File: config.mk
export PLATFORM = sky130hd
export DESIGN_NAME = fan_thermal_step_controller_flat
export DESIGN_NICKNAME = d
export VERILOG_FILES = /design/src/ftsc_pkg.sv /design/src/ftsc_channels.sv /design/src/ftsc_cfg_regs.sv /design/src/ftsc_tick_core.sv /design/src/fan_thermal_step_controller.sv /design/src/flat_wrapper.sv
export VERILOG_INCLUDE_DIRS = /design/src /design/src/src
export SDC_FILE = /design/constraint.sdc
export NUM_CORES = 1
export LEC_CHECK = 0
export BUFFER_PORTS_ARGS = -buffer_cell sky130_fd_sc_hd__buf_2
export CORE_MARGIN = 2
export CORE_UTILIZATION = 45
export CTS_CLUSTER_SIZE = 16
export DETAILED_ROUTE_END_ITERATION = 6
export MAX_ROUTING_LAYER = met4
export PLACE_DENSITY = 0.61
export SLEW_MARGIN = 5
export SYNTH_ARGS = -nofsm -noshare
export SYNTH_HDL_FRONTEND = slang
export SYNTH_SLANG_ARGS = --single-unit
File: constraint.sdc
create_clock -name clk -period 13.3 [get_ports clk]
set_clock_uncertainty 0.1 [all_clocks]
set_input_delay 1.33 -clock clk [delete_from_list [all_inputs] [get_ports clk]]
set_output_delay 1.33 -clock clk [all_outputs]
set_load 0.005 [all_outputs]
File: src/fan_thermal_step_controller_macros.svh
// Assertion helpers for the controller top level.
`ifndef FAN_THERMAL_STEP_CONTROLLER_MACROS_SVH
`define FAN_THERMAL_STEP_CONTROLLER_MACROS_SVH

// Same-cycle implication, checked out of reset.
`define FTSC_ASSERT_NOW(lbl, ante, cons, msg) \
  lbl: assert property (@(posedge clk) disable iff (!rst_n) (ante) |-> (cons)) else $error(msg);

// Next-cycle implication, checked out of reset.
`define FTSC_ASSERT_NEXT(lbl, ante, cons, msg) \
  lbl: assert property (@(posedge clk) disable iff (!rst_n) (ante) |=> (cons)) else $error(msg);

`endif

File: src/ftsc_pkg.sv
package ftsc_pkg;

  localparam int unsigned TEMP_W    = 16;
  localparam int unsigned SPEED_W   = 8;
  localparam int unsigned DWELL_W   = 16;
  localparam int unsigned CFG_IDX_W = 3;
  localparam int unsigned CFG_DAT_W = 16;

  localparam logic [SPEED_W-1:0] SPEED_ENTRY_AUTO = 8'd2;
  localparam logic [SPEED_W-1:0] SPEED_NONE       = 8'hFF;

  typedef enum logic [CFG_IDX_W-1:0] {
    CFG_TEMP_HIGH   = 3'd0,
    CFG_TEMP_LOW    = 3'd1,
    CFG_TEMP_RISK   = 3'd2,
    CFG_TEMP_NORMAL = 3'd3,
    CFG_SPEED_MIN   = 3'd4,
    CFG_SPEED_MAX   = 3'd5,
    CFG_DWELL       = 3'd6
  } cfg_idx_t;

  typedef struct packed {
    logic signed [TEMP_W-1:0] temp_high;
    logic signed [TEMP_W-1:0] temp_low;
    logic signed [TEMP_W-1:0] temp_risk;
    logic signed [TEMP_W-1:0] temp_normal;
    logic [SPEED_W-1:0]       speed_min;
    logic [SPEED_W-1:0]       speed_max;
    logic [DWELL_W-1:0]       dwell_ticks;
  } cfg_t;

  typedef struct packed {
    logic signed [TEMP_W-1:0] temperature;
    logic                     auto_enable;
    logic [SPEED_W-1:0]       manual_speed;
  } item_t;

  typedef struct packed {
    logic               drive_valid;
    logic [SPEED_W-1:0] drive_speed;
    logic               rescuing;
    logic               overheat;
  } result_t;

  // Controller state apart from the dwell counter, whose width is a parameter.
  typedef struct packed {
    logic               rescue_active;
    logic [SPEED_W-1:0] saved_speed;
    logic               prev_auto;
    logic [SPEED_W-1:0] auto_speed;
    logic               settling;
    logic [SPEED_W-1:0] manual_applied;
    logic [SPEED_W-1:0] driven_speed;
  } ctl_state_t;

endpackage

File: src/ftsc_channels.sv
interface ftsc_in_if;
  logic                                  valid;
  logic                                  ready;
  logic signed [ftsc_pkg::TEMP_W-1:0]    temperature;
  logic                                  auto_enable;
  logic        [ftsc_pkg::SPEED_W-1:0]   manual_speed;

  modport source (output valid, temperature, auto_enable, manual_speed, input ready);
  modport sink   (input valid, temperature, auto_enable, manual_speed, output ready);
endinterface

interface ftsc_out_if;
  logic                                valid;
  logic                                ready;
  logic                                drive_valid;
  logic [ftsc_pkg::SPEED_W-1:0]        drive_speed;
  logic                                rescuing;
  logic                                overheat;

  modport source (output valid, drive_valid, drive_speed, rescuing, overheat, input ready);
  modport sink   (input valid, drive_valid, drive_speed, rescuing, overheat, output ready);
endinterface

interface ftsc_cfg_if;
  logic                                 valid;
  logic                                 ready;
  logic [ftsc_pkg::CFG_IDX_W-1:0]       index;
  logic [ftsc_pkg::CFG_DAT_W-1:0]       data;

  modport source (output valid, index, data, input ready);
  modport sink   (input valid, index, data, output ready);
endinterface

File: src/ftsc_cfg_regs.sv
module ftsc_cfg_regs (
  input  logic            clk,
  input  logic            rst_n,
  ftsc_cfg_if.sink        cfg_ch,
  output ftsc_pkg::cfg_t  cfg
);
  import ftsc_pkg::*;

  cfg_t cfg_r;
  cfg_t cfg_nxt;

  assign cfg_ch.ready = 1'b1;
  assign cfg       = cfg_r;

  always_comb begin
    cfg_nxt = cfg_r;
    if (cfg_ch.valid) begin
      case (cfg_idx_t'(cfg_ch.index))
        CFG_TEMP_HIGH:   cfg_nxt.temp_high   = $signed(cfg_ch.data);
        CFG_TEMP_LOW:    cfg_nxt.temp_low    = $signed(cfg_ch.data);
        CFG_TEMP_RISK:   cfg_nxt.temp_risk   = $signed(cfg_ch.data);
        CFG_TEMP_NORMAL: cfg_nxt.temp_normal = $signed(cfg_ch.data);
        CFG_SPEED_MIN:   cfg_nxt.speed_min   = cfg_ch.data[SPEED_W-1:0];
        CFG_SPEED_MAX:   cfg_nxt.speed_max   = cfg_ch.data[SPEED_W-1:0];
        CFG_DWELL:       cfg_nxt.dwell_ticks = cfg_ch.data[DWELL_W-1:0];
        default: ;  // drop writes to unused indexes
      endcase
    end
  end

  always_ff @(posedge clk) begin
    if (!rst_n) begin
      cfg_r.temp_high   <= 16'sd60;
      cfg_r.temp_low    <= 16'sd50;
      cfg_r.temp_risk   <= 16'sd80;
      cfg_r.temp_normal <= 16'sd70;
      cfg_r.speed_min   <= 8'd0;
      cfg_r.speed_max   <= 8'd10;
      cfg_r.dwell_ticks <= 16'd100;
    end else begin
      cfg_r <= cfg_nxt;
    end
  end

endmodule

File: src/ftsc_tick_core.sv
module ftsc_tick_core #(
  parameter int unsigned CNT_W
) (
  input  logic              clk,
  input  logic              rst_n,
  input  logic              step_en,
  input  ftsc_pkg::item_t   item,
  input  ftsc_pkg::cfg_t    cfg,
  output ftsc_pkg::result_t res
);
  import ftsc_pkg::*;

  ctl_state_t         st_r;
  ctl_state_t         st_nxt;
  logic [CNT_W-1:0]   cnt_r;
  logic [CNT_W-1:0]   cnt_nxt;
  logic [CNT_W-1:0]   cnt_inc;
  logic [31:0]        dwell_ext;
  logic [CNT_W-1:0]   dwell_m;
  logic               hot;
  logic               entry_auto;
  logic               entry_manual;
  logic [SPEED_W-1:0] step_spd;
  logic [SPEED_W-1:0] man_cur;

  assign dwell_ext = {{(32 - DWELL_W){1'b0}}, cfg.dwell_ticks};
  assign dwell_m   = dwell_ext[CNT_W-1:0];
  assign hot       = $signed(item.temperature) > $signed(cfg.temp_risk);

  always_comb begin
    st_nxt            = st_r;
    cnt_nxt           = cnt_r;
    cnt_inc           = '0;
    entry_auto        = 1'b0;
    entry_manual      = 1'b0;
    step_spd          = '0;
    man_cur           = '0;
    res.drive_valid   = 1'b0;
    res.drive_speed   = '0;

    // Overheat rescue takes precedence over both modes.
    if (hot) begin
      if (!st_r.rescue_active) begin
        st_nxt.saved_speed   = st_r.driven_speed;
        st_nxt.rescue_active = 1'b1;
        res.drive_valid      = 1'b1;
        res.drive_speed      = cfg.speed_max;
      end
    end else if (st_r.rescue_active &&
                 ($signed(item.temperature) < $signed(cfg.temp_normal))) begin
      res.drive_valid      = 1'b1;
      res.drive_speed      = st_r.saved_speed;
      st_nxt.rescue_active = 1'b0;
    end

    if (!st_nxt.rescue_active) begin
      entry_auto       = !st_r.prev_auto && item.auto_enable;
      entry_manual     = st_r.prev_auto && !item.auto_enable;
      st_nxt.prev_auto = item.auto_enable;
      if (item.auto_enable) begin
        if (entry_auto) begin
          st_nxt.auto_speed = SPEED_ENTRY_AUTO;
          st_nxt.settling   = 1'b0;
          cnt_nxt           = '0;
          res.drive_valid   = 1'b1;
          res.drive_speed   = SPEED_ENTRY_AUTO;
        end
        step_spd = st_nxt.auto_speed;
        if (st_nxt.settling) begin
          // Count the dwell; the tick that completes it does no step.
          cnt_inc = cnt_nxt + 1'b1;
          cnt_nxt = cnt_inc;
          if (cnt_inc == dwell_m) begin
            st_nxt.settling = 1'b0;
            cnt_nxt         = '0;
          end
        end else begin
          if ($signed(item.temperature) > $signed(cfg.temp_high)) begin
            if (step_spd < cfg.speed_max) begin
              step_spd        = step_spd + 1'b1;
              st_nxt.settling = 1'b1;
              cnt_nxt         = '0;
            end
          end else if ($signed(item.temperature) < $signed(cfg.temp_low)) begin
            if (step_spd > cfg.speed_min) begin
              step_spd        = step_spd - 1'b1;
              st_nxt.settling = 1'b1;
              cnt_nxt         = '0;
            end
          end
          if (step_spd != st_nxt.auto_speed) begin
            st_nxt.auto_speed = step_spd;
            res.drive_valid   = 1'b1;
            res.drive_speed   = step_spd;
          end
        end
      end else begin
        man_cur = entry_manual ? SPEED_NONE : st_r.manual_applied;
        if (man_cur != item.manual_speed) begin
          res.drive_valid = 1'b1;
          res.drive_speed = item.manual_speed;
          man_cur         = item.manual_speed;
        end
        st_nxt.manual_applied = man_cur;
      end
    end

    if (res.drive_valid) begin
      st_nxt.driven_speed = res.drive_speed;
    end
    res.rescuing = st_nxt.rescue_active;
    res.overheat = hot;
  end

  always_ff @(posedge clk) begin
    if (!rst_n) begin
      st_r  <= '0;
      cnt_r <= '0;
    end else if (step_en) begin
      st_r  <= st_nxt;
      cnt_r <= cnt_nxt;
    end
  end

endmodule

File: src/fan_thermal_step_controller.sv
// Fan thermal step controller: one input item is one control tick and yields exactly one
// result item. An item is held in an input register and, in the cycle it moves to the
// result register, the tick decision (rescue check, auto step with dwell, manual follow)
// is made in one combinational pass on the controller state, which updates in the same
// cycle. A new item is taken every cycle while results are being taken; the result passes
// from the input register to the result register and is held there until taken. The
// configuration port is always ready; write it only while no item is in flight.
`include "fan_thermal_step_controller_macros.svh"

module fan_thermal_step_controller #(
  parameter int unsigned SETTLE_COUNT_BITS = 16
) (
  input  logic        clk,
  input  logic        rst_n,
  ftsc_in_if.sink     in_ch,
  ftsc_out_if.source  out_ch,
  ftsc_cfg_if.sink    cfg_ch
);
  import ftsc_pkg::*;

  cfg_t    cfg;
  logic    in_vld_r;
  item_t   in_item_r;
  logic    out_vld_r;
  result_t res_r;
  result_t res_nxt;
  logic    advance;
  logic    step_en;

  ftsc_cfg_regs u_cfg (
    .clk    (clk),
    .rst_n  (rst_n),
    .cfg_ch (cfg_ch),
    .cfg    (cfg)
  );

  ftsc_tick_core #(
    .CNT_W (SETTLE_COUNT_BITS)
  ) u_core (
    .clk     (clk),
    .rst_n   (rst_n),
    .step_en (step_en),
    .item    (in_item_r),
    .cfg     (cfg),
    .res     (res_nxt)
  );

  // Move the held item on whenever the result register is free or being emptied.
  assign advance     = !out_vld_r || out_ch.ready;
  assign step_en     = advance && in_vld_r;
  assign in_ch.ready = !in_vld_r || advance;

  always_ff @(posedge clk) begin
    if (!rst_n) begin
      in_vld_r <= 1'b0;
    end else if (in_ch.valid && in_ch.ready) begin
      in_vld_r <= 1'b1;
    end else if (advance) begin
      in_vld_r <= 1'b0;
    end
  end

  always_ff @(posedge clk) begin
    if (in_ch.valid && in_ch.ready) begin
      in_item_r.temperature  <= in_ch.temperature;
      in_item_r.auto_enable  <= in_ch.auto_enable;
      in_item_r.manual_speed <= in_ch.manual_speed;
    end
  end

  always_ff @(posedge clk) begin
    if (!rst_n) begin
      out_vld_r <= 1'b0;
    end else if (advance) begin
      out_vld_r <= in_vld_r;
    end
  end

  always_ff @(posedge clk) begin
    if (step_en) begin
      res_r <= res_nxt;
    end
  end

  assign out_ch.valid       = out_vld_r;
  assign out_ch.drive_valid = res_r.drive_valid;
  assign out_ch.drive_speed = res_r.drive_speed;
  assign out_ch.rescuing    = res_r.rescuing;
  assign out_ch.overheat    = res_r.overheat;

  `FTSC_ASSERT_NOW(a_overheat_rescues, out_vld_r && res_r.overheat, res_r.rescuing,
                   "overheat result without rescue")
  `FTSC_ASSERT_NOW(a_rescue_drive_max, out_vld_r && res_r.rescuing && res_r.drive_valid,
                   res_r.drive_speed == cfg.speed_max, "rescue start did not drive maximum speed")
  `FTSC_ASSERT_NOW(a_no_speed_idle, out_vld_r && !res_r.drive_valid, res_r.drive_speed == '0,
                   "speed shown without a command")
  `FTSC_ASSERT_NEXT(a_step_gives_result, step_en, out_vld_r, "processed item produced no result")

endmodule
File: src/flat_wrapper.sv
// flat-port wrapper written by rule: the top's interface ports become plain ports
module fan_thermal_step_controller_flat import ftsc_pkg::*;
#(
  parameter int unsigned SETTLE_COUNT_BITS = 16
)
  (clk, rst_n, in_ch_valid, in_ch_temperature, in_ch_auto_enable, in_ch_manual_speed, in_ch_ready, out_ch_valid, out_ch_drive_valid, out_ch_drive_speed, out_ch_rescuing, out_ch_overheat, out_ch_ready, cfg_ch_valid, cfg_ch_index, cfg_ch_data, cfg_ch_ready);
  ftsc_in_if in_ch_i ();
  ftsc_out_if out_ch_i ();
  ftsc_cfg_if cfg_ch_i ();
  input  logic clk;
  input  logic rst_n;
  input wire logic [$bits(in_ch_i.valid)-1:0] in_ch_valid;
  input wire logic [$bits(in_ch_i.temperature)-1:0] in_ch_temperature;
  input wire logic [$bits(in_ch_i.auto_enable)-1:0] in_ch_auto_enable;
  input wire logic [$bits(in_ch_i.manual_speed)-1:0] in_ch_manual_speed;
  output wire logic [$bits(in_ch_i.ready)-1:0] in_ch_ready;
  output wire logic [$bits(out_ch_i.valid)-1:0] out_ch_valid;
  output wire logic [$bits(out_ch_i.drive_valid)-1:0] out_ch_drive_valid;
  output wire logic [$bits(out_ch_i.drive_speed)-1:0] out_ch_drive_speed;
  output wire logic [$bits(out_ch_i.rescuing)-1:0] out_ch_rescuing;
  output wire logic [$bits(out_ch_i.overheat)-1:0] out_ch_overheat;
  input wire logic [$bits(out_ch_i.ready)-1:0] out_ch_ready;
  input wire logic [$bits(cfg_ch_i.valid)-1:0] cfg_ch_valid;
  input wire logic [$bits(cfg_ch_i.index)-1:0] cfg_ch_index;
  input wire logic [$bits(cfg_ch_i.data)-1:0] cfg_ch_data;
  output wire logic [$bits(cfg_ch_i.ready)-1:0] cfg_ch_ready;
  assign in_ch_i.valid = in_ch_valid;
  assign in_ch_i.temperature = in_ch_temperature;
  assign in_ch_i.auto_enable = in_ch_auto_enable;
  assign in_ch_i.manual_speed = in_ch_manual_speed;
  assign in_ch_ready = in_ch_i.ready;
  assign out_ch_valid = out_ch_i.valid;
  assign out_ch_drive_valid = out_ch_i.drive_valid;
  assign out_ch_drive_speed = out_ch_i.drive_speed;
  assign out_ch_rescuing = out_ch_i.rescuing;
  assign out_ch_overheat = out_ch_i.overheat;
  assign out_ch_i.ready = out_ch_ready;
  assign cfg_ch_i.valid = cfg_ch_valid;
  assign cfg_ch_i.index = cfg_ch_index;
  assign cfg_ch_i.data = cfg_ch_data;
  assign cfg_ch_ready = cfg_ch_i.ready;
  fan_thermal_step_controller #(.SETTLE_COUNT_BITS(SETTLE_COUNT_BITS)) u_core (.clk(clk), .rst_n(rst_n), .in_ch(in_ch_i), .out_ch(out_ch_i), .cfg_ch(cfg_ch_i));
endmodule
Word level (Yosys, flattened, before mapping)
Index checks and enable logic that the tools add are counted.
- add/sub/neg operators: 3
- order comparisons: 6
- eq/ne operators: 9
- multiplexer cells: 42
- bitwise operators: 3
- reduce and logical (&&, ||, !) cells: 25
- operators with widths (cell ; count):
    $mux 16 ; 9
    $mux 9 ; 12
    $mux 8 ; 11
    $gt 16x16->1 ; 2
    $lt 16x16->1 ; 2
    $reduce_and 2->1 ; 9
    $add 16x1->16 const B ; 1
    $eq 16x16->1 ; 1
    $ne 8x8->1 ; 2
    $mux 1 ; 10
    $eq 3x3->1 const B ; 3
    $reduce_and 3->1 ; 3
    $add 8x1->8 const B ; 1
    $gt 8x8->1 ; 1
    $lt 8x8->1 ; 1
    $sub 8x1->8 const B ; 1
    $eq 3x2->1 const B ; 2
    $logic_and 1x1->1 ; 5
    $logic_not 1->1 ; 4
    $eq 3x1->1 const B ; 1
    $logic_not 3->1 ; 1
    $not 1->1 ; 3
    $logic_or 1x1->1 ; 2
    $reduce_bool 2->1 ; 1
- register bits: 185
- input bits: 49
- output and inout bits: 14
- logic and storage cells: 112

Depth between registers and ports, before layout
Gate-level depths: netlist (run 1).
- word-level depth: 18
- gate-level depth with buffers: 18
- depth with buffers taken out: 15

Cells and area by module
From an unflattened synthesis (run 1), not the netlist that was laid out.
- cells, all modules: 1178
- area, all modules: 10567.6 um2
- by module, submodules not included (module ; instances ; cells an instance ; area an instance (um2) ; seq. area each (um2)):
    ftsc_tick_core ; 1 ; 788 ; 5775.5 ; 1021.0
    ftsc_cfg_regs ; 1 ; 345 ; 3607.2 ; 1921.8
    fan_thermal_step_controller ; 1 ; 45 ; 1184.9 ; 1121.1

Worst setup path after synthesis (run 1)
OpenSTA, ideal clock, no wires.
- path kind: register -> register
- start: register u_core.in_item_r[8] (netlist name)
- end: register u_core.u_core.cnt_r[8]
- setup time: 117 ps
- arrival: 4014 ps
- path slack: 9068 ps
- cell stages (with the launch flop): 17
- cell sequence: edfxtp_1 nand2b_4 buf_4 buf_2 clkbuf_1 buf_1 and2_1 ha_1 nand4_1 or4_1 xor2_1 a21oi_1 or3_1 a2111oi_4 nor3_2 buf_4 a32o_1
- longest elaborated chain between the ends: 9
- elaborated cells between the ends (all ways): 18
- classes of those cells: add/sub: 1; order compare: 2; eq/ne: 1; mux: 12; reduce/logical: 2
- ends and longest elaborated chain (element ; RTL line ; source):
    start, declared ; fan_thermal_step_controller.sv:23 ; item_t in_item_r;
    branches (longest 9 deep; another with $add 16x1->16) ; n/a ;
    end signal, assigned ; ftsc_tick_core.sv:121 ; cnt_r <= cnt_nxt;
    end, declared ; ftsc_tick_core.sv:15 ; logic [CNT_W-1:0] cnt_r;
Several ways; the timed one is not identified. The select of a mux whose other input is x is not followed.
A chain may end at the register's enable or synchronous reset.

Worst setup path after layout (run 1)
- start: register u_core.in_item_r[8] (netlist name)
- end: register u_core.u_core.cnt_r[12]
Same word-level chain as after synthesis.

==> results.md, run 1 <==
Status:
- The flow ran to the end, and the final reports show no timing, DRC or antenna violations.

Yosys:
- The synthesized design contains roughly 190 register bits.
- The net count of the mapped netlist is around 1,400.
- The cell taking the most area after synthesis is sky130_fd_sc_hd__dfxtp_1.
- By area the synthesized netlist is led by sky130_fd_sc_hd__dfxtp_1, sky130_fd_sc_hd__edfxtp_1, sky130_fd_sc_hd__ha_1, sky130_fd_sc_hd__nand2_1, sky130_fd_sc_hd__a21oi_1.
- Of all flip-flops after synthesis, the portion carrying an async set or reset was 0%.
- The share of the Yosys chip area taken by registers is 39.4%.
- Synthesis handed over a netlist of around 1,200 instances.
- The count of unique library cells instantiated by Yosys is 94.
- Yosys mapped a number of flops with a built-in enable equal to 36.
- Yosys printed 0 warnings.
- The top cell type's share of synthesized area is 28.9%.
- After synthesis the cells add up to between 10,000 and 15,000 um^2.
- The average cell area after synthesis is around 8.3 um^2.
- The most used flip-flop cell after synthesis is sky130_fd_sc_hd__dfxtp_1.

STA:
- The tightest hold path in the finished design has a slack of ~0.36 ns.
- At the pin with the least slew margin, the transition time is between 1 and 1.5 ns.
- Setup repair after global routing left no endpoint under its margin.
- The count of final max-slew check failures is 0.
- The headroom to the max-slew limit is between 30% and 40%.
- The maximum clock frequency is 235 MHz.
- The final-report hold violation count is 0.
- The count of final setup violators is 0.
- The worst path uses about a third of the clock period.
- For the finished layout, the period the worst path requires is between 4 and 5 ns.
- The sum of negative setup slack is 0 ns.

Clock tree:
- The total CTS buffers is 17.
- The tree is rooted in a sky130_fd_sc_hd__clkbuf_16.
- The number of sinks driven by the clock tree is 185.
- The count of H-tree levels built during CTS is 4.
- The insertion delay to the later sink of the worst-skew pair is 0.44 ns.
- In this run the post-CTS setup repair buffer count came out at 0.
- In this run, post-CTS repair resized a total of 0 instances.
- The TritonCTS clock tree is done.
- After clock tree synthesis, the clock-pin slew on the worst setup and hold paths is approximately 0.08 ns.
- In this run, post-CTS hold repair placed 0 buffers.
- The buffer depth of the longest clock path is 2.

Drt:
- The detailed-router iteration count before antenna repair is 5.
- The routed design has 27,800 um of wire.
- The DRC violation count after routing is 0.
- The number of DRC violations after detailed-routing iteration 0 is 660.
- The total via count after detailed routing is ~9,000.
- The number of antenna-violating nets in the routed design is 0.
- The number of vias per cell after detailed routing is between 5 and 6.
- After detailed routing, the average wire length per cell comes to roughly 18 um.

Hold path:
- The worst hold path belongs to the class register to register.

Placement:
- Input and output buffers added on the ports amount to between 60 and 70.
- The placed wire-length estimate after detailed placement is around 20,000 um.
- The congestion estimate from routability-driven global placement came to between 0.9 and 1.
- Once placement completed, the tool counted placed cells totaling 1,541.

Worst setup path:
- Together, buffers and inverters on the worst path number 0.
- The instance count on the critical path is 12.
- The worst endpoint data arrival time is roughly 4.5 ns.
- The worst register-to-register path has a setup slack of about 9 ns.
- STA classifies the critical path endpoint as a register.
- Of all nets on the critical path, the largest fanout is a little over 40.
- Grouping stages by cell kind, the critical path spends the most delay in simple AND/OR/NAND/NOR gates.
- The worst setup path is launched from a register.
- The endpoint of the most critical setup path is u_core.u_core.cnt_r[12]$_SDFFE_PN0P_.
- The depth of the worst register-to-register path is 12.
- The slowest stage of the critical path belongs to the cell sky130_fd_sc_hd__edfxtp_1.
- For this run, the slowest stage of the critical path takes ~0.63 ns.
- The data required time at the worst endpoint is approximately 14 ns.
- The capture point of the worst reg-to-reg path is u_core.u_core.cnt_r[12]$_SDFFE_PN0P_.
- The origin of the critical flop-to-flop path is u_core.in_item_r[8]$_DFFE_PP_.
- The source of the critical timing path is u_core.in_item_r[8]$_DFFE_PP_.
- The critical path goes through nand2b_4 > and2_1 > ha_1 > nand4_1 > or4_1 > xor2_1 > a21oi_1 > or3_1 > a2111oi_4 > nor3_2 > a41oi_1 > a211oi_1.
- The critical path is of the register to register type.

Floorplanning:
- The chip width is 155 um.
- The core region is between 20,000 and 25,000 um^2.
- The number of ports placed on the die boundary is 63.
- The area of the die is approximately 24,000 um^2.
- The die outline height is roughly 160 um.
- The starting density of the core is roughly 46%.
- The number of core rows is 55.

Global routing:
- The number of global-route vias before repair came to 8,290.
- The first global-routing pass estimated roughly 45,000 um of wire.
- Entering global routing, the biggest net connects between 80 and 90 pins.
- The initial antenna violation count is 0.
- The residual overflow from global routing is 0.
- The total routing resource utilization after global routing is roughly a quarter.

Job:
- Across the run, the number of max-cap violations was 0.

Power:
- For this design the ratio of total power to cell area is approximately 110 nW/um^2.
- In this run the static leakage power is between 4 and 5 nW.
- The peak ir drop on the vdd network is roughly 0.09 mV.

Final layout:
- Counting the fill cells in the layout gives between 2,000 and 2,500.
- The layout-stage area growth over the synthesis result is 10.3%.
- The repair_antennas step left the layout with diodes totalling 0.
- For this run, the number of standard cells in the final layout without fillers is between 1,500 and 2,000.
- The final net count is roughly 1,400.
- The fraction of final layout cells with drive strength greater than 1 is 11.3%.
-- how the worst min path moves through the flow --
stage,slack (ns),end,start,cells after the start
floorplan,0.33,u_core.u_core.st_r[4]$_SDFFE_PN0P_,u_core.u_core.st_r[4]$_SDFFE_PN0P_,1
global placement,0.34,u_core.u_cfg.cfg[39]$_SDFFE_PN0P_,u_core.u_cfg.cfg[39]$_SDFFE_PN0P_,2
detailed placement,0.35,u_core.u_cfg.cfg[35]$_SDFFE_PN0P_,u_core.u_cfg.cfg[35]$_SDFFE_PN0P_,2
CTS,0.36,u_core.u_cfg.cfg[39]$_SDFFE_PN0P_,u_core.u_cfg.cfg[39]$_SDFFE_PN0P_,2
global route,0.37,u_core.u_cfg.cfg[50]$_SDFFE_PN0P_,u_core.u_cfg.cfg[50]$_SDFFE_PN0P_,2
finish,0.36,u_core.u_cfg.cfg[78]$_SDFFE_PN0P_,u_core.u_cfg.cfg[78]$_SDFFE_PN0P_,2
-- power by group --
group / internal [mW] / switching (mW)
combinational: 0.0541 / 0.0993
sequential: 0.589 / 0.0134
clock: 0.249 / 0.247
-- worst register-to-register path: cells and delay by family, from the launching register on --
family	cells	cell delay, ns
adders and majority gates	1	0.28
xor gates and xnor gates	1	0.22
DFF	1	0.63
and+or+nand+nor	6	2.09
AOI/OAI and AO/OA	4	0.81
-- placed cells by master, fill, tap and decap left out, drive strengths merged, types with 15 or more instances in the layout --
master / synthesis / final
nand4: 16 / 16
o211ai: 25 / 25
nand2: 253 / 253
o21ai: 41 / 41
nor2: 77 / 77
nand3: 26 / 26
dfxtp: 149 / 149
a21oi: 130 / 130
ha: 77 / 77
inv: 96 / 106
buf: 20 / 69
a22oi: 15 / 15
edfxtp: 36 / 36
nor3: 25 / 25
clkbuf: 31 / 18
xnor2: 17 / 17
-- logic make-up (layout without fill, tap and decap cells) --
kind of cell | count (synthesis) | in the layout | synth area share, %
AO/OA/AOI/OAI | 306 | 306 | 19.8
XOR/XNOR | 28 | 28 | 2.51
adder cells (fa/ha/maj) | 78 | 78 | 9.44
buffers and inverters | 147 | 197 | 5.66
flip-flops | 185 | 185 | 39.4
multiplexers | 14 | 14 | 1.41
other | 1 | 1 | 0.0363
AND/OR/NAND/NOR | 479 | 479 | 21.8
-- metal layers --
metal	routed length, um	track usage, %
met5	0	-
met4	500	6.16
met3	1140	3.59
met2	13000	38.6
met1	13200	32.4
-- synth_stat cells (6+ instances only) --
cell                         n
sky130_fd_sc_hd__edfxtp_1   36
sky130_fd_sc_hd__dfxtp_1   149
sky130_fd_sc_hd__nand2b_1    6
sky130_fd_sc_hd__nand3_1    25
sky130_fd_sc_hd__o211ai_1   23
sky130_fd_sc_hd__a22oi_1    15
sky130_fd_sc_hd__nand2_1   252
sky130_fd_sc_hd__and2_1     12
sky130_fd_sc_hd__xnor2_1    17
sky130_fd_sc_hd__ha_1       77
sky130_fd_sc_hd__and3_1     11
sky130_fd_sc_hd__clkbuf_1   31
sky130_fd_sc_hd__o22ai_1     7
sky130_fd_sc_hd__inv_1      94
sky130_fd_sc_hd__a21o_1      7
sky130_fd_sc_hd__buf_2      11
sky130_fd_sc_hd__nor2b_1     9
sky130_fd_sc_hd__a211oi_1   11
sky130_fd_sc_hd__nor4_1      8
sky130_fd_sc_hd__and4_1      8
sky130_fd_sc_hd__o21ai_0    34
sky130_fd_sc_hd__nor2_1     74
sky130_fd_sc_hd__xor2_1     10
sky130_fd_sc_hd__a21oi_1   128
sky130_fd_sc_hd__mux2i_1    12
sky130_fd_sc_hd__nor3_1     21
sky130_fd_sc_hd__nand4_1    14
-- sequential cells by signal, summed over array words and instances, names as in the netlist --
name and flops:
u_core.in_item_r 25, u_core.in_vld_r 1, u_core.out_ch.drive_speed 8, u_core.out_ch.drive_valid 1, u_core.out_ch.overheat 1, u_core.out_ch.rescuing 1, u_core.out_ch.valid 1, u_core.u_cfg.cfg 96
u_core.u_core.cnt_r 16, u_core.u_core.st_r 35
-- cell type report --
cell class	instances	area [um^2]	area share, %
multi-input cells	906	5680	49.9
clock inverters	14	125	1.10
well taps	285	357	3.13
repair buffers	69	365	3.21
flip-flops and latches	185	4060	35.7
inverters	96	362	3.18
clock buffers	18	429	3.77
-- metrics by stage --
step | power, mW | utilization (%) | worst slack [ns] | cell area, um^2
global placement | 0.765 | 48.0 | 9.17 | 10800
floorplan | 0.716 | - | 9.07 | 10300
CTS | 1.26 | 50.4 | 9.04 | 11400
detailed placement | 0.767 | 48.0 | 9.05 | 10800
finish | 1.25 | 50.4 | 9.04 | 11400
global route | 1.30 | 50.4 | 8.75 | 11400
Power figures use the tool's default switching activity.
==> run 2, diff against run 1 <==
clock period = 4.3 ns   (was 13.3 ns; I/O delays follow)
==> results.md, run 2 (same netlist as run 1, synthesis figures left out) <==
Status:
- The flow ran to the end, and the final reports show no timing, DRC or antenna violations.

Floorplanning:
- The chip width is approximately 160 um.
- The core region is roughly 23,000 um^2.
- The number of core rows is 55.
- The area of the die is ~24,000 um^2.
- The number of ports placed on the die boundary is 63.
- Once the floorplan was initialized, standard cells occupied 45.7% of the core.
- The floorplan step set the die height to between 150 and 200 um.

Clock tree:
- The number of setup buffers added after CTS is 0.
- The clock transition time at the flip-flop clock pins of the worst setup and hold paths is around 0.070 ns.
- The clock net in this run drives a total of 185 sinks.
- The count of H-tree levels built during CTS is 4.
- In this run, post-CTS hold repair placed 0 buffers.
- CTS placed an instance of sky130_fd_sc_hd__clkbuf_16 at the clock tree root.
- The buffer depth of the longest clock path is 2.
- The total CTS buffers is 17.
- The count of instances resized after the clock tree is built is 0.
- The TritonCTS clock tree is done.
- The insertion delay to the later sink of the worst-skew pair is approximately 0.43 ns.

STA:
- The slew at the pin closest to its max-slew limit is ~1.1 ns.
- The final critical delay including setup and external delays is 3.91 ns.
- The count of final max-slew check failures is 0.
- The maximum clock frequency is 256 MHz.
- In this run the tightest slew margin relative to its limit is 25.4%.
- Setup repair after global routing left no endpoint under its margin.
- The count of final setup violators is 0.
- The sum of negative setup slack is 0 ns.
- The final-report hold violation count is 0.
- The worst path uses slightly above 90% of the clock period.

Placement:
- The placed wire-length estimate after detailed placement is approximately 20,000 um.
- The congestion estimate from routability-driven global placement came to 0.946.
- The count of port buffers added during placement is just over 60.

Drt:
- The number of DRC violations after detailed-routing iteration 0 is 659.
- Summed over all layers, the routed wires come to around 28,000 um.
- In this run the remaining antenna-violating nets after routing total 0.
- The number of vias per cell after detailed routing is about 5.6.
- The detailed-router iteration count before antenna repair is 5.
- The total via count after detailed routing is roughly 8,900.
- The per-cell routed wire length is between 15 and 20 um.
- For this run, design rule violations remaining after detail routing come to 0.

Final layout:
- The final net count is ~1,400.
- The leading cell type in the layout, fill and taps excluded is sky130_fd_sc_hd__nand2_1.
- The area growth from synthesis to layout is 11.3%.
- The top cell types in the final layout, fill and taps aside, are sky130_fd_sc_hd__nand2_1, sky130_fd_sc_hd__dfxtp_1, sky130_fd_sc_hd__a21oi_1, sky130_fd_sc_hd__inv_1, sky130_fd_sc_hd__ha_1.
- The post-route core utilization is around half.
- The flip-flop count of the largest register, all copies and words added is 96.
- The repair_antennas step left the layout with diodes totalling 0.
- The fill cell instance count of the final layout is between 2,000 and 2,500.
- The fraction of final layout cells with drive strength greater than 1 is 11.9%.

Worst setup path:
- The maximum fanout along the worst path is 7.
- The slowest stage of the critical path belongs to the cell sky130_fd_sc_hd__nor4_1.
- The type of origin of the critical path is a register.
- The kind of cell with the highest combined delay along the critical path is simple AND/OR/NAND/NOR gates.
- The startpoint-to-endpoint class of the critical path is register to register.
- The worst setup path is captured at a register.
- The data required time at the worst endpoint is between 4 and 5 ns.
- The highest cell delay on the worst timing path is roughly 0.7 ns.
- The buffers plus inverters on the worst setup path is 0.
- For the worst setup path, the data arrival time is 3.97 ns.
- Among the stages of the critical path, the cell type that occurs most often is sky130_fd_sc_hd__a21oi_1.
- The critical path goes through ha_1 > a21oi_1 > o21ai_0 > a21o_1 > nor4_1 > o21ai_2 > or4_1 > o211ai_1 > nand3_1 > a21oi_1 > nor3_1.

Power:
- For this design the static power due to leakage is approximately 4.2 nW.
- VDD sags by at most approximately 0.23 mV.
- In this run the power density over the cells is 343 nW/um^2.

Global routing:
- The residual overflow from global routing is 0.
- Entering global routing, the biggest net connects between 90 and 100 pins.
- The total routing resource utilization after global routing is between 20% and 30%.
- The global-route wire length before repair is 44,400 um.
- The initial antenna violation count was 0.
- The number of global-route vias before repair is between 8,000 and 9,000.

Job:
- The number of max-cap violations is 0.

Hold path:
- The worst min-delay path category is primary input to register.
[run 2: where the power goes]
group	switching, mW	total (mW)	leakage [nW]	internal (mW)
clock network	0.722	1.59	0.274	0.868
logic	0.309	0.482	2.42	0.173
registers	0.0408	1.86	1.55	1.82
[run 2: worst register-to-register path: cells and delay by family, from the launching register on]
family / cells / cell delay [ns]
AND/OR/NAND/NOR: 4 / 1.48
AO/OA/AOI/OAI: 6 / 1.22
flip-flops: 1 / 0.46
adder cells (fa/ha/maj): 1 / 0.39
[run 2: metrics by stage]
stage               cells  total power, mW  setup slack [ns]  hold WS (ns)  area [um^2]
finish               1584             3.94             0.393        0.0650        11500
global route         1584             4.08             0.153        0.0445        11500
CTS                  1584             3.96             0.418        0.0515        11500
detailed placement   1552             2.38             0.447         0.347        10900
global placement     1552             2.37             0.473         0.343        10900
floorplan            1238             2.21            0.0685         0.332        10300
[run 2: layout make-up]
| cell class | instances | area [um^2] | share of cell area [%] |
|---|---|---|---|
| timing repair buffer | 80 | 448 | 3.90 |
| clock inverter | 12 | 143 | 1.24 |
| multi-input combinational | 906 | 5680 | 49.4 |
| clock buffer | 20 | 437 | 3.80 |
| tap | 285 | 357 | 3.10 |
| inverter | 96 | 362 | 3.15 |
| sequential | 185 | 4060 | 35.4 |
[run 2: worst paths after layout]
kind / from / to / slack, ns / cells past startpoint
setup reg to reg: u_core.in_item_r[24]$_DFFE_PP_ / u_core.out_ch.drive_speed[6]$_DFFE_PP_ / 0.39 / 11
setup / recovery: u_core.in_item_r[24]$_DFFE_PP_ / u_core.out_ch.drive_speed[6]$_DFFE_PP_ / 0.39 / 11
hold / removal: in_ch_temperature[6] / u_core.in_item_r[15]$_DFFE_PP_ / 0.06 / 1
hold reg to reg: u_core.u_cfg.cfg[46]$_SDFFE_PN0P_ / u_core.u_cfg.cfg[46]$_SDFFE_PN0P_ / 0.36 / 2
[run 2: metal layers]
metal	GRT usage, %	part of all wire (%)	up-vias
met2	39.0	47	227
met5	-	0	-
met1	31.2	47	4206
met4	7.65	2.4	0
met3	3.82	4.5	45
li1	-	-	4461
